==> src/hw/rtl/rlmm_pkg.sv <==
`timescale 1ns / 1ps
// ----------------------------------------------------------------------------
// rlmm_pkg
// shared types, codes and widths of the radio link mode manager
// ----------------------------------------------------------------------------
package rlmm_pkg;

    localparam int TICKS_W     = 16;
    localparam int PERIOD_W    = 8;
    localparam int LEN_W       = 8;
    localparam int STATUS_W    = 5;
    localparam int FUNC_W      = 3;
    localparam int EV_W        = 4;
    localparam int CFG_IDX_W   = 3;
    localparam int CFG_DATA_W  = 16;
    localparam int MAX_PASSES  = 3;
    localparam int PASS_CNT_W  = 2;
    localparam int DIV_STEPS   = TICKS_W;
    localparam int DIV_CNT_W   = $clog2(DIV_STEPS);

    localparam logic [TICKS_W-1:0] TICKS_MAX = 16'hFFFF;

    // register indexes
    localparam logic [CFG_IDX_W-1:0] REG_MAX_PAYLOAD  = 3'd0;
    localparam logic [CFG_IDX_W-1:0] REG_HC_PERIOD    = 3'd1;
    localparam logic [CFG_IDX_W-1:0] REG_TIMEOUT      = 3'd2;
    localparam logic [CFG_IDX_W-1:0] REG_READY_CODE   = 3'd3;
    localparam logic [CFG_IDX_W-1:0] REG_NOTIFY_RDONE = 3'd4;

    // register reset values
    localparam logic [LEN_W-1:0]    RST_MAX_PAYLOAD = 8'd61;
    localparam logic [PERIOD_W-1:0] RST_HC_PERIOD   = 8'd10;
    localparam logic [TICKS_W-1:0]  RST_TIMEOUT     = 16'd10;
    localparam logic [STATUS_W-1:0] RST_READY_CODE  = 5'd13;
    localparam logic                RST_NOTIFY      = 1'b1;

    // event codes; entry is internal only
    localparam logic [EV_W-1:0] EV_TICK   = 4'd0;
    localparam logic [EV_W-1:0] EV_RESET  = 4'd1;
    localparam logic [EV_W-1:0] EV_NOTIFY = 4'd2;
    localparam logic [EV_W-1:0] EV_SEND   = 4'd3;
    localparam logic [EV_W-1:0] EV_SDONE  = 4'd4;
    localparam logic [EV_W-1:0] EV_RXDONE = 4'd5;
    localparam logic [EV_W-1:0] EV_ENTRY  = 4'd8;

    localparam logic [1:0] IRQ_NONE    = 2'd0;
    localparam logic [1:0] IRQ_ENABLE  = 2'd1;
    localparam logic [1:0] IRQ_DISABLE = 2'd2;

    localparam logic [1:0] TXR_NONE = 2'd0;
    localparam logic [1:0] TXR_FAIL = 2'd1;
    localparam logic [1:0] TXR_OK   = 2'd2;

    typedef enum logic [2:0] {
        MODE_INIT  = 3'd0,
        MODE_RESET = 3'd1,
        MODE_IDLE  = 3'd2,
        MODE_RX    = 3'd3,
        MODE_TX    = 3'd4
    } mode_t;

    typedef enum logic [1:0] {
        SEQ_IDLE,
        SEQ_MOD,
        SEQ_PASS
    } seq_t;

    typedef struct packed {
        logic done;
        logic rem_zero;
    } mod_stat_t;

    typedef struct packed {
        mode_t           mode;
        logic [EV_W-1:0] ev;
        logic            ready;
        logic            start_ok;
        logic            res_ok;
        logic            pending;
        logic            notify;
        logic            hc_zero;
    } pass_in_t;

    typedef struct packed {
        mode_t      nx;
        logic       pending_next;
        logic       init_cmd;
        logic       set_rx;
        logic       reset_done;
        logic [1:0] irq;
        logic       start_rx;
        logic       deliver;
        logic       start_tx;
        logic [1:0] txrep;
    } pass_out_t;

endpackage

==> src/hw/rtl/rlmm_mod_unit.sv <==
`timescale 1ns / 1ps
// ----------------------------------------------------------------------------
// rlmm_mod_unit
// restoring remainder unit, one dividend bit per cycle
// ----------------------------------------------------------------------------
module rlmm_mod_unit
    import rlmm_pkg::*;
(
    input  logic                aclk,
    input  logic                aresetn,
    input  logic                start,
    input  logic [TICKS_W-1:0]  dividend,
    input  logic [PERIOD_W-1:0] divisor,
    output mod_stat_t           stat
);

    logic [TICKS_W-1:0]   dvd_reg, dvd_next;
    logic [PERIOD_W-1:0]  dvs_reg, dvs_next;
    logic [PERIOD_W-1:0]  rem_reg, rem_next;
    logic [DIV_CNT_W-1:0] cnt_reg, cnt_next;
    logic                 busy_reg, busy_next;
    logic                 done_reg, done_next;
    logic [PERIOD_W:0]    trial;
    logic [PERIOD_W:0]    diff;

    assign trial = {rem_reg, dvd_reg[TICKS_W-1]};
    assign diff  = trial - {1'b0, dvs_reg};

    always_comb begin
        dvd_next  = dvd_reg;
        dvs_next  = dvs_reg;
        rem_next  = rem_reg;
        cnt_next  = cnt_reg;
        busy_next = busy_reg;
        done_next = 1'b0;
        if (start) begin
            dvd_next  = dividend;
            dvs_next  = divisor;
            rem_next  = '0;
            cnt_next  = '0;
            busy_next = 1'b1;
        end else if (busy_reg) begin
            dvd_next = {dvd_reg[TICKS_W-2:0], 1'b0};
            // partial remainder always stays below the divisor
            if (trial >= {1'b0, dvs_reg}) begin
                rem_next = diff[PERIOD_W-1:0];
            end else begin
                rem_next = trial[PERIOD_W-1:0];
            end
            cnt_next = cnt_reg + 1'b1;
            if (cnt_reg == DIV_CNT_W'(DIV_STEPS - 1)) begin
                busy_next = 1'b0;
                done_next = 1'b1;
            end
        end
    end

    always_ff @(posedge aclk) begin
        if (!aresetn) begin
            busy_reg <= 1'b0;
            done_reg <= 1'b0;
            cnt_reg  <= '0;
        end else begin
            busy_reg <= busy_next;
            done_reg <= done_next;
            cnt_reg  <= cnt_next;
        end
    end

    always_ff @(posedge aclk) begin
        dvd_reg <= dvd_next;
        dvs_reg <= dvs_next;
        rem_reg <= rem_next;
    end

    assign stat.done     = done_reg;
    assign stat.rem_zero = (rem_reg == '0);

endmodule

==> src/hw/rtl/rlmm_pass.sv <==
`timescale 1ns / 1ps
// ----------------------------------------------------------------------------
// rlmm_pass
// mode logic of one pass: next mode, pending flag and commands
// ----------------------------------------------------------------------------
module rlmm_pass
    import rlmm_pkg::*;
(
    input  pass_in_t  pin,
    output pass_out_t pout
);

    always_comb begin
        pout              = '0;
        pout.nx           = pin.mode;
        pout.pending_next = pin.pending;
        pout.irq          = IRQ_NONE;
        pout.txrep        = TXR_NONE;
        unique case (pin.mode)
            MODE_RESET: begin
                if (pin.ev == EV_ENTRY) begin
                    pout.irq          = IRQ_DISABLE;
                    pout.init_cmd     = 1'b1;
                    pout.pending_next = 1'b0;
                end else if (pin.ev == EV_TICK) begin
                    pout.set_rx = 1'b1;
                    if (pin.ready) begin
                        pout.irq        = IRQ_ENABLE;
                        pout.reset_done = pin.notify;
                        pout.nx         = MODE_IDLE;
                    end
                end
            end
            MODE_IDLE: begin
                if (pin.ev == EV_ENTRY) begin
                    pout.irq = IRQ_ENABLE;
                end else if (pin.ev == EV_NOTIFY) begin
                    pout.nx = MODE_RX;
                end else if (pin.ev == EV_SEND) begin
                    pout.nx = MODE_TX;
                end else if (pin.ev == EV_TICK) begin
                    // health check: count at a period multiple and radio not ready
                    if (pin.hc_zero && !pin.ready) begin
                        pout.nx = MODE_RESET;
                    end
                end
            end
            MODE_RX: begin
                if (pin.ev == EV_ENTRY) begin
                    pout.start_rx = 1'b1;
                    pout.deliver  = 1'b1;
                    if (!pin.start_ok) begin
                        pout.nx = MODE_IDLE;
                    end
                end else if (pin.ev == EV_RXDONE) begin
                    pout.deliver = 1'b1;
                    pout.nx      = MODE_IDLE;
                end
            end
            MODE_TX: begin
                if (pin.ev == EV_ENTRY) begin
                    pout.irq = IRQ_DISABLE;
                    if (!pin.pending) begin
                        pout.nx = MODE_RESET;
                    end else begin
                        pout.start_tx = 1'b1;
                        if (!pin.start_ok) begin
                            pout.txrep        = TXR_FAIL;
                            pout.pending_next = 1'b0;
                            pout.nx           = MODE_IDLE;
                        end
                    end
                end else if (pin.ev == EV_SDONE) begin
                    if (pin.pending) begin
                        pout.txrep = pin.res_ok ? TXR_OK : TXR_FAIL;
                    end
                    pout.pending_next = 1'b0;
                    pout.nx           = MODE_IDLE;
                end
            end
            default: begin
                // init mode has no mode logic
            end
        endcase
    end

endmodule

==> src/hw/rtl/radio_link_mode_manager.sv <==
`timescale 1ns / 1ps
// ----------------------------------------------------------------------------
// radio_link_mode_manager
// event-driven mode manager for a packet radio link
// ----------------------------------------------------------------------------
// usage:
//   s_ channel carries one event per beat: the event code in s_tuser and the
//   sampled radio status, send length and driver answers in s_tdata.
//   m_ channel returns one to three result beats per event, one for each
//   chained pass of entry actions; m_tlast marks the final beat of an event.
//   cfg_ channel writes the five configuration registers, one per beat; it is
//   always ready and is meant to be written only while no event is in flight.
// sequencing:
//   an event is taken into the held event registers; the sequencer state
//   is registered, and each pass then loads the output register.
//   a tick in idle mode first runs the health-check remainder through the
//   bit-serial remainder unit, 16 steps and a handoff through its done
//   register ahead of the passes. s_tready stays low while an event is
//   worked and rises once its last result is in the output register.
// reset: mode init, time count zero, no pending packet, registers to their
//   defaults, output channel empty.
// stall: with m_tready low the output register holds its beat and the
//   sequencer waits before the next pass; nothing is lost or repeated.
// ----------------------------------------------------------------------------
module radio_link_mode_manager
    import rlmm_pkg::*;
(
    input  logic                  aclk,
    input  logic                  aresetn,
    // event beats
    input  logic                  s_tvalid,
    output logic                  s_tready,
    // [7:0] payload_length, [12:8] radio_status, [13] driver_start_ok,
    // [14] send_result_ok, [15] zero
    input  logic [15:0]           s_tdata,
    // [2:0] func
    input  logic [2:0]            s_tuser,
    // result beats
    output logic                  m_tvalid,
    input  logic                  m_tready,
    // [2:0] new_state, [3] send_accepted, [4] radio_init_cmd, [5] set_rx_cmd,
    // [6] reset_done, [8:7] irq_action, [9] start_rx, [10] deliver_rx,
    // [11] start_tx, [13:12] tx_report, [15:14] zero
    output logic [15:0]           m_tdata,
    output logic                  m_tlast,
    // configuration writes
    input  logic                  cfg_valid,
    output logic                  cfg_ready,
    input  logic [CFG_IDX_W-1:0]  cfg_index,
    input  logic [CFG_DATA_W-1:0] cfg_data
);

    // configuration registers
    logic [LEN_W-1:0]    max_len_reg;
    logic [PERIOD_W-1:0] period_reg;
    logic [TICKS_W-1:0]  timeout_reg;
    logic [STATUS_W-1:0] ready_code_reg;
    logic                notify_reg;

    // block state
    seq_t                 seq_reg, seq_next;
    mode_t                mode_reg, mode_next;
    logic [TICKS_W-1:0]   ticks_reg, ticks_next;
    logic                 pending_reg, pending_next;

    // event held while its passes run
    logic [EV_W-1:0]      ev_reg, ev_next;
    logic [STATUS_W-1:0]  status_reg, status_next;
    logic                 start_ok_reg, start_ok_next;
    logic                 res_ok_reg, res_ok_next;
    logic                 accepted_reg, accepted_next;
    logic                 refused_reg, refused_next;
    logic                 hc_zero_reg, hc_zero_next;
    logic [PASS_CNT_W-1:0] pass_cnt_reg, pass_cnt_next;

    // output register
    logic                 m_valid_reg, m_valid_next;
    logic [15:0]          m_data_reg, m_data_next;
    logic                 m_last_reg, m_last_next;

    // input fields
    logic [FUNC_W-1:0]    in_func;
    logic [LEN_W-1:0]     in_len;
    logic [STATUS_W-1:0]  in_status;
    logic                 in_start_ok;
    logic                 in_res_ok;

    logic                 in_beat;
    logic                 out_load;
    logic                 send_ok;
    logic                 timed_out;
    logic [TICKS_W-1:0]   ticks_inc;
    logic                 mod_start;
    mod_stat_t            mod_stat;
    pass_in_t             pin;
    pass_out_t            pout;
    logic                 pass_last;

    assign in_func     = s_tuser;
    assign in_len      = s_tdata[7:0];
    assign in_status   = s_tdata[12:8];
    assign in_start_ok = s_tdata[13];
    assign in_res_ok   = s_tdata[14];

    assign s_tready  = (seq_reg == SEQ_IDLE);
    assign in_beat   = s_tvalid && s_tready;
    assign cfg_ready = 1'b1;

    assign ticks_inc = (ticks_reg != TICKS_MAX) ? ticks_reg + 1'b1 : ticks_reg;
    assign send_ok   = !pending_reg && (in_len <= max_len_reg) && (mode_reg == MODE_IDLE);
    assign timed_out = (ticks_reg > timeout_reg) && (mode_reg != MODE_IDLE);

    // health-check remainder only matters for a tick in idle mode
    assign mod_start = in_beat && ({1'b0, in_func} == EV_TICK) &&
                       (mode_reg == MODE_IDLE) && (period_reg != '0);

    rlmm_mod_unit u_mod (
        .aclk     (aclk),
        .aresetn  (aresetn),
        .start    (mod_start),
        .dividend (ticks_inc),
        .divisor  (period_reg),
        .stat     (mod_stat)
    );

    assign pin.mode     = mode_reg;
    assign pin.ev       = ev_reg;
    assign pin.ready    = (status_reg == ready_code_reg);
    assign pin.start_ok = start_ok_reg;
    assign pin.res_ok   = res_ok_reg;
    assign pin.pending  = pending_reg;
    assign pin.notify   = notify_reg;
    assign pin.hc_zero  = hc_zero_reg;

    rlmm_pass u_pass (
        .pin  (pin),
        .pout (pout)
    );

    assign out_load  = (seq_reg == SEQ_PASS) && (!m_valid_reg || m_tready);
    assign pass_last = refused_reg || (pout.nx == mode_reg) ||
                       (pass_cnt_reg == PASS_CNT_W'(MAX_PASSES - 1));

    // configuration writes
    always_ff @(posedge aclk) begin
        if (!aresetn) begin
            max_len_reg    <= RST_MAX_PAYLOAD;
            period_reg     <= RST_HC_PERIOD;
            timeout_reg    <= RST_TIMEOUT;
            ready_code_reg <= RST_READY_CODE;
            notify_reg     <= RST_NOTIFY;
        end else if (cfg_valid && cfg_ready) begin
            unique case (cfg_index)
                REG_MAX_PAYLOAD:  max_len_reg    <= cfg_data[LEN_W-1:0];
                REG_HC_PERIOD:    period_reg     <= cfg_data[PERIOD_W-1:0];
                REG_TIMEOUT:      timeout_reg    <= cfg_data[TICKS_W-1:0];
                REG_READY_CODE:   ready_code_reg <= cfg_data[STATUS_W-1:0];
                REG_NOTIFY_RDONE: notify_reg     <= cfg_data[0];
                default: begin
                    // writes beyond the register list are dropped
                end
            endcase
        end
    end

    // sequencer: next state, block state and output register
    always_comb begin
        seq_next      = seq_reg;
        mode_next     = mode_reg;
        ticks_next    = ticks_reg;
        pending_next  = pending_reg;
        ev_next       = ev_reg;
        status_next   = status_reg;
        start_ok_next = start_ok_reg;
        res_ok_next   = res_ok_reg;
        accepted_next = accepted_reg;
        refused_next  = refused_reg;
        hc_zero_next  = hc_zero_reg;
        pass_cnt_next = pass_cnt_reg;
        m_valid_next  = m_valid_reg;
        m_data_next   = m_data_reg;
        m_last_next   = m_last_reg;

        if (m_valid_reg && m_tready) begin
            m_valid_next = 1'b0;
        end

        unique case (seq_reg)
            SEQ_IDLE: begin
                if (in_beat) begin
                    status_next   = in_status;
                    start_ok_next = in_start_ok;
                    res_ok_next   = in_res_ok;
                    accepted_next = 1'b0;
                    refused_next  = 1'b0;
                    hc_zero_next  = 1'b0;
                    pass_cnt_next = '0;
                    ev_next       = {1'b0, in_func};
                    seq_next      = mod_start ? SEQ_MOD : SEQ_PASS;
                    if ({1'b0, in_func} == EV_SEND && !send_ok) begin
                        // refused send: one result with the current mode only
                        refused_next = 1'b1;
                    end else begin
                        if ({1'b0, in_func} == EV_SEND) begin
                            accepted_next = 1'b1;
                            pending_next  = 1'b1;
                        end
                        if ({1'b0, in_func} == EV_TICK) begin
                            ticks_next = ticks_inc;
                        end else if ({1'b0, in_func} == EV_RESET || timed_out) begin
                            // forced reset keeps the count
                            ev_next   = EV_ENTRY;
                            mode_next = MODE_RESET;
                        end
                    end
                end
            end
            SEQ_MOD: begin
                if (mod_stat.done) begin
                    hc_zero_next = mod_stat.rem_zero;
                    seq_next     = SEQ_PASS;
                end
            end
            SEQ_PASS: begin
                if (out_load) begin
                    m_valid_next = 1'b1;
                    m_last_next  = pass_last;
                    if (refused_reg) begin
                        m_data_next = {13'd0, mode_reg};
                    end else begin
                        m_data_next = {2'b00, pout.txrep, pout.start_tx, pout.deliver,
                                       pout.start_rx, pout.irq, pout.reset_done,
                                       pout.set_rx, pout.init_cmd,
                                       accepted_reg && (pass_cnt_reg == '0), pout.nx};
                        pending_next = pout.pending_next;
                        if (pout.nx != mode_reg) begin
                            mode_next  = pout.nx;
                            ticks_next = '0;
                            ev_next    = EV_ENTRY;
                        end
                    end
                    pass_cnt_next = pass_cnt_reg + 1'b1;
                    if (pass_last) begin
                        seq_next = SEQ_IDLE;
                    end
                end
            end
            default: begin
                seq_next = SEQ_IDLE;
            end
        endcase
    end

    always_ff @(posedge aclk) begin
        if (!aresetn) begin
            seq_reg     <= SEQ_IDLE;
            mode_reg    <= MODE_INIT;
            ticks_reg   <= '0;
            pending_reg <= 1'b0;
            m_valid_reg <= 1'b0;
        end else begin
            seq_reg     <= seq_next;
            mode_reg    <= mode_next;
            ticks_reg   <= ticks_next;
            pending_reg <= pending_next;
            m_valid_reg <= m_valid_next;
        end
    end

    always_ff @(posedge aclk) begin
        ev_reg       <= ev_next;
        status_reg   <= status_next;
        start_ok_reg <= start_ok_next;
        res_ok_reg   <= res_ok_next;
        accepted_reg <= accepted_next;
        refused_reg  <= refused_next;
        hc_zero_reg  <= hc_zero_next;
        pass_cnt_reg <= pass_cnt_next;
        m_data_reg   <= m_data_next;
        m_last_reg   <= m_last_next;
    end

    assign m_tvalid = m_valid_reg;
    assign m_tdata  = m_data_reg;
    assign m_tlast  = m_last_reg;

endmodule

==> config.mk <==
export PLATFORM = sky130hd
export DESIGN_NAME = radio_link_mode_manager
export DESIGN_NICKNAME = d
export VERILOG_FILES = /design/src/hw/rtl/rlmm_pkg.sv /design/src/hw/rtl/rlmm_mod_unit.sv /design/src/hw/rtl/rlmm_pass.sv /design/src/hw/rtl/radio_link_mode_manager.sv
export SDC_FILE = /design/constraint.sdc
export NUM_CORES = 1
export LEC_CHECK = 0
export BUFFER_PORTS_ARGS = -buffer_cell sky130_fd_sc_hd__buf_2
export CAP_MARGIN = 20
export CORE_UTILIZATION = 51
export DETAILED_ROUTE_END_ITERATION = 10
export PLACE_DENSITY = 0.7
export SYNTH_ARGS = -nofsm -noshare
export SYNTH_HDL_FRONTEND = slang
export SYNTH_SLANG_ARGS = --single-unit
==> constraint.sdc <==
create_clock -name aclk -period 3.5 [get_ports aclk]
set_input_delay 0.35 -clock aclk [delete_from_list [all_inputs] [get_ports aclk]]
set_output_delay 0.35 -clock aclk [all_outputs]
set_load 0.005 [all_outputs]
==> impl_metrics.csv <==
group,metric,value,unit
placement,port_buffers,58,
placement,dpl.hpwl,11600,microns
cts,clock-sinks,130,
worst_setup_path,crit_fanout,16,
timing,hold_violations,0,
pwr,seqPwrFrac,42.7,%
cts,cts_made_buffers,17,
finish,finalInstanceArea,7950,sq um
global_routing,gr-usage-met3,3.97,%
drt,detail_route.wl_per_cell,15.6,microns
finish,final_cell_mix,"nand2_1 (122), dfxtp_1 (75), buf_2 (58), nor2_1 (56), edfxtp_1 (55)",
synth,yosysSeqAreaShare,45.9,%
die,die_height,118,microns
worst_setup_path,crit_path_end,"mode_reg[1]",
worst_setup_path,crit_start,"mode_reg[1]",
synth,synth_seq_cells,130,
timing,fin_crit_sh,81.3,%
cts,cts_resized,0,
cts,ctsHoldBuffers,0,
finish,drive_gt1_share,13.5,%
worst_setup_path,critPathMaxStageDelay,0.65,ns
worst_setup_path,crit_slowest_cell,"dfxtp_1",
drt,drc,0,
worst_setup_path,crit_required,3.81,ns
cts,cts_setup_buffers,0,
timing,fmax,352,MHz
run_status,status,"complete, no violations",
finish,fin_util,60.3,%
cts,cts_tree,"done",
global_routing,grt_pass1_vias,5423,
die,core,13200,sq um
pwr,p_clk_share,47.5,%
drt,via_per_inst,5.59,
synth,syn_area,6870,sq um
run,maxCapViolCount,0,
worst_setup_path,r2r-end,"mode_reg[1]",
global_routing,grt_max_degree,50,
finish,area_growth,15.7,%
global_routing,use_met1,28.2,%
cts,cts_root_buffer,"clkbuf_16",
die,row_count,42,
placement,gp_congestion,0.928,
drt,drtIter0Drc,325,
cts,htreeDepth,4,
timing,fin_crit,2.84,ns
timing,slew_violations,0,
worst_setup_path,crit_chain,"or4b_1 > nor4_1 > a31oi_1 > nand2_2 > nor3_2 > a211o_1 > and3_1 > o31a_1",
timing,setup_ws,0.656,ns
synth,async_flop_share,0,%
synth,yosys_warnings,0,
cts,clk_latency,0.42,ns
worst_hold_path,holdPathStages,1,
drt,first_pass_iters,4,
pwr,intPower,3.05,mW
timing,finClkSkew,0.00636,ns
drt,vias,5587,
global_routing,grt_first_pass_wirelength,25800,microns
worst_setup_path,r2r_start,"mode_reg[1]",
pwr,peakVddDrop,0.277,mV
worst_setup_path,path_buf_inv,0,
timing,tightest_slew,0.658,ns
pwr,leakagePower,3.17,nW
cts,cts.path.max_buffers,2,
worst_setup_path,worst-endpoint-arrival,3.15,ns
global_routing,grtUsageTotal,23.4,%
die,dieArea,13900,sq um
pwr,total_power,3.95,mW
synth,syn-mean-instance-area,9.08,sq um
timing,fin_setup_tns,0,ns
synth,synth_edf_count,55,
placement,place_area,7320,sq um
global_routing,antenna_found_initial,0,
timing,max_slew_margin,56.0,%
worst_setup_path,cp.depth,8,
global_routing,overflow,0,
worst_hold_path,holdCritPathClass,"in2reg",
pwr,swShare,22.8,%
die,die_width,118,microns
pwr,power_switching,0.901,mW
placement,preCtsSetupSlack,0.724,ns
synth,synthCells,757,
finish,fillers,1163,
die,start_util,52.1,%
finish,antenna_cells,0,
global_routing,grt_util_met2,39.9,%
pwr,pwr_density_cell,497,nW/um^2
cts,clk_pin_slew,0.06,ns
worst_setup_path,r2r_cells,8,
finish,final_nets,891,
worst_setup_path,cp-end-kind,"flop",
timing,setup_viol,0,
finish,final_common_cell,"nand2_1",
timing,rsz0062_at_grt,"false",
die,top_level_ports,63,
worst_setup_path,crit_type,"reg2reg",
synth,ys.flop_type,"dfxtp_1",
worst_setup_path,path_delay_family,"simple AND/OR/NAND/NOR gates",
global_routing,grt-busiest-layer,"met2",
worst_setup_path,rrSetupSlack,0.66,ns
drt,postRouteAntennaNets,0,
pwr,power_frac_comb,9.8,%
drt,wl,15600,microns
synth,synth.distinct_cells,67,
worst_setup_path,worstSetupStartpointType,"flop",
[per-stage QoR]
step / instances / hold slack (ns)
global route: 1000 / 0.0918
CTS: 999 / 0.0942
global placement: 967 / 0.444
detailed placement: 967 / 0.448
floorplan: 758 / 0.430
finish: 1000 / 0.109
[worst min-delay path by stage]
stage,from,end,slack (ns)
3_3_place_gp,timeout_reg[10],timeout_reg[10],0.44
6_report,s_tdata[10],status_reg[2],0.11
2_1_floorplan,period_reg[0],u_mod.dvs_reg[0],0.43
4_1_cts,s_tdata[12],status_reg[4],0.09
3_5_place_dp,timeout_reg[7],timeout_reg[7],0.45
5_1_grt,s_tdata[8],status_reg[0],0.09
[synth_stat cells (all sizes together), types with 11 or more instances]
library cell	number	area share, %
xor2	12	1.5
nand2	123	6.8
nand3	20	1.5
mux2i	15	2.2
nor2	56	3.1
nor2b	18	1.7
dfxtp	75	22
clkbuf	26	1.4
a31oi	12	1.1
a21boi	26	2.8
ha	36	6.6
nor3	13	1.0
a21oi	31	2.3
edfxtp	55	24
xnor2	11	1.4
inv	42	2.3
o21ai	48	3.6
[layout make-up]
cell class              instances  area (sq um)  share of cell area, %
well taps                     176           220                   2.77
inverters                      42           158                   1.98
clock inverters                14           193                   2.42
multi-input cells             550          3420                   43.0
flip-flops and latches        130          3150                   39.7
clock buffers                  18           429                   5.40
repair buffers                 70           380                   4.78
[power groups by stage]
stage	clock network (mW)	registers, mW	logic, mW
floorplan	0	1.70	0.277
global route	1.97	1.69	0.429
finish	1.88	1.69	0.387
detailed placement	0	1.72	0.381
global placement	0	1.71	0.368
CTS	1.90	1.68	0.384
[layer usage]
layer / routed length (microns) / vias up
li1: - / 2781
met1: 7150 / 2650
met2: 7660 / 129
met3: 523 / 27
met4: 316 / 0
met5: 0 / -
[kinds of logic (layout without fill, tap and decap cells)]
group	after synthesis	after routing	synth area share [%]
AOI/OAI and AO/OA	178	178	16.9
xor gates and xnor gates	23	23	2.93
adders and majority gates	37	37	6.85
buffers and inverters	78	144	4.55
DFF	130	130	45.9
muxes	15	15	2.18
other	2	3	0.109
and+or+nand+nor	294	294	20.6
(Power assumes the default switching activity.)
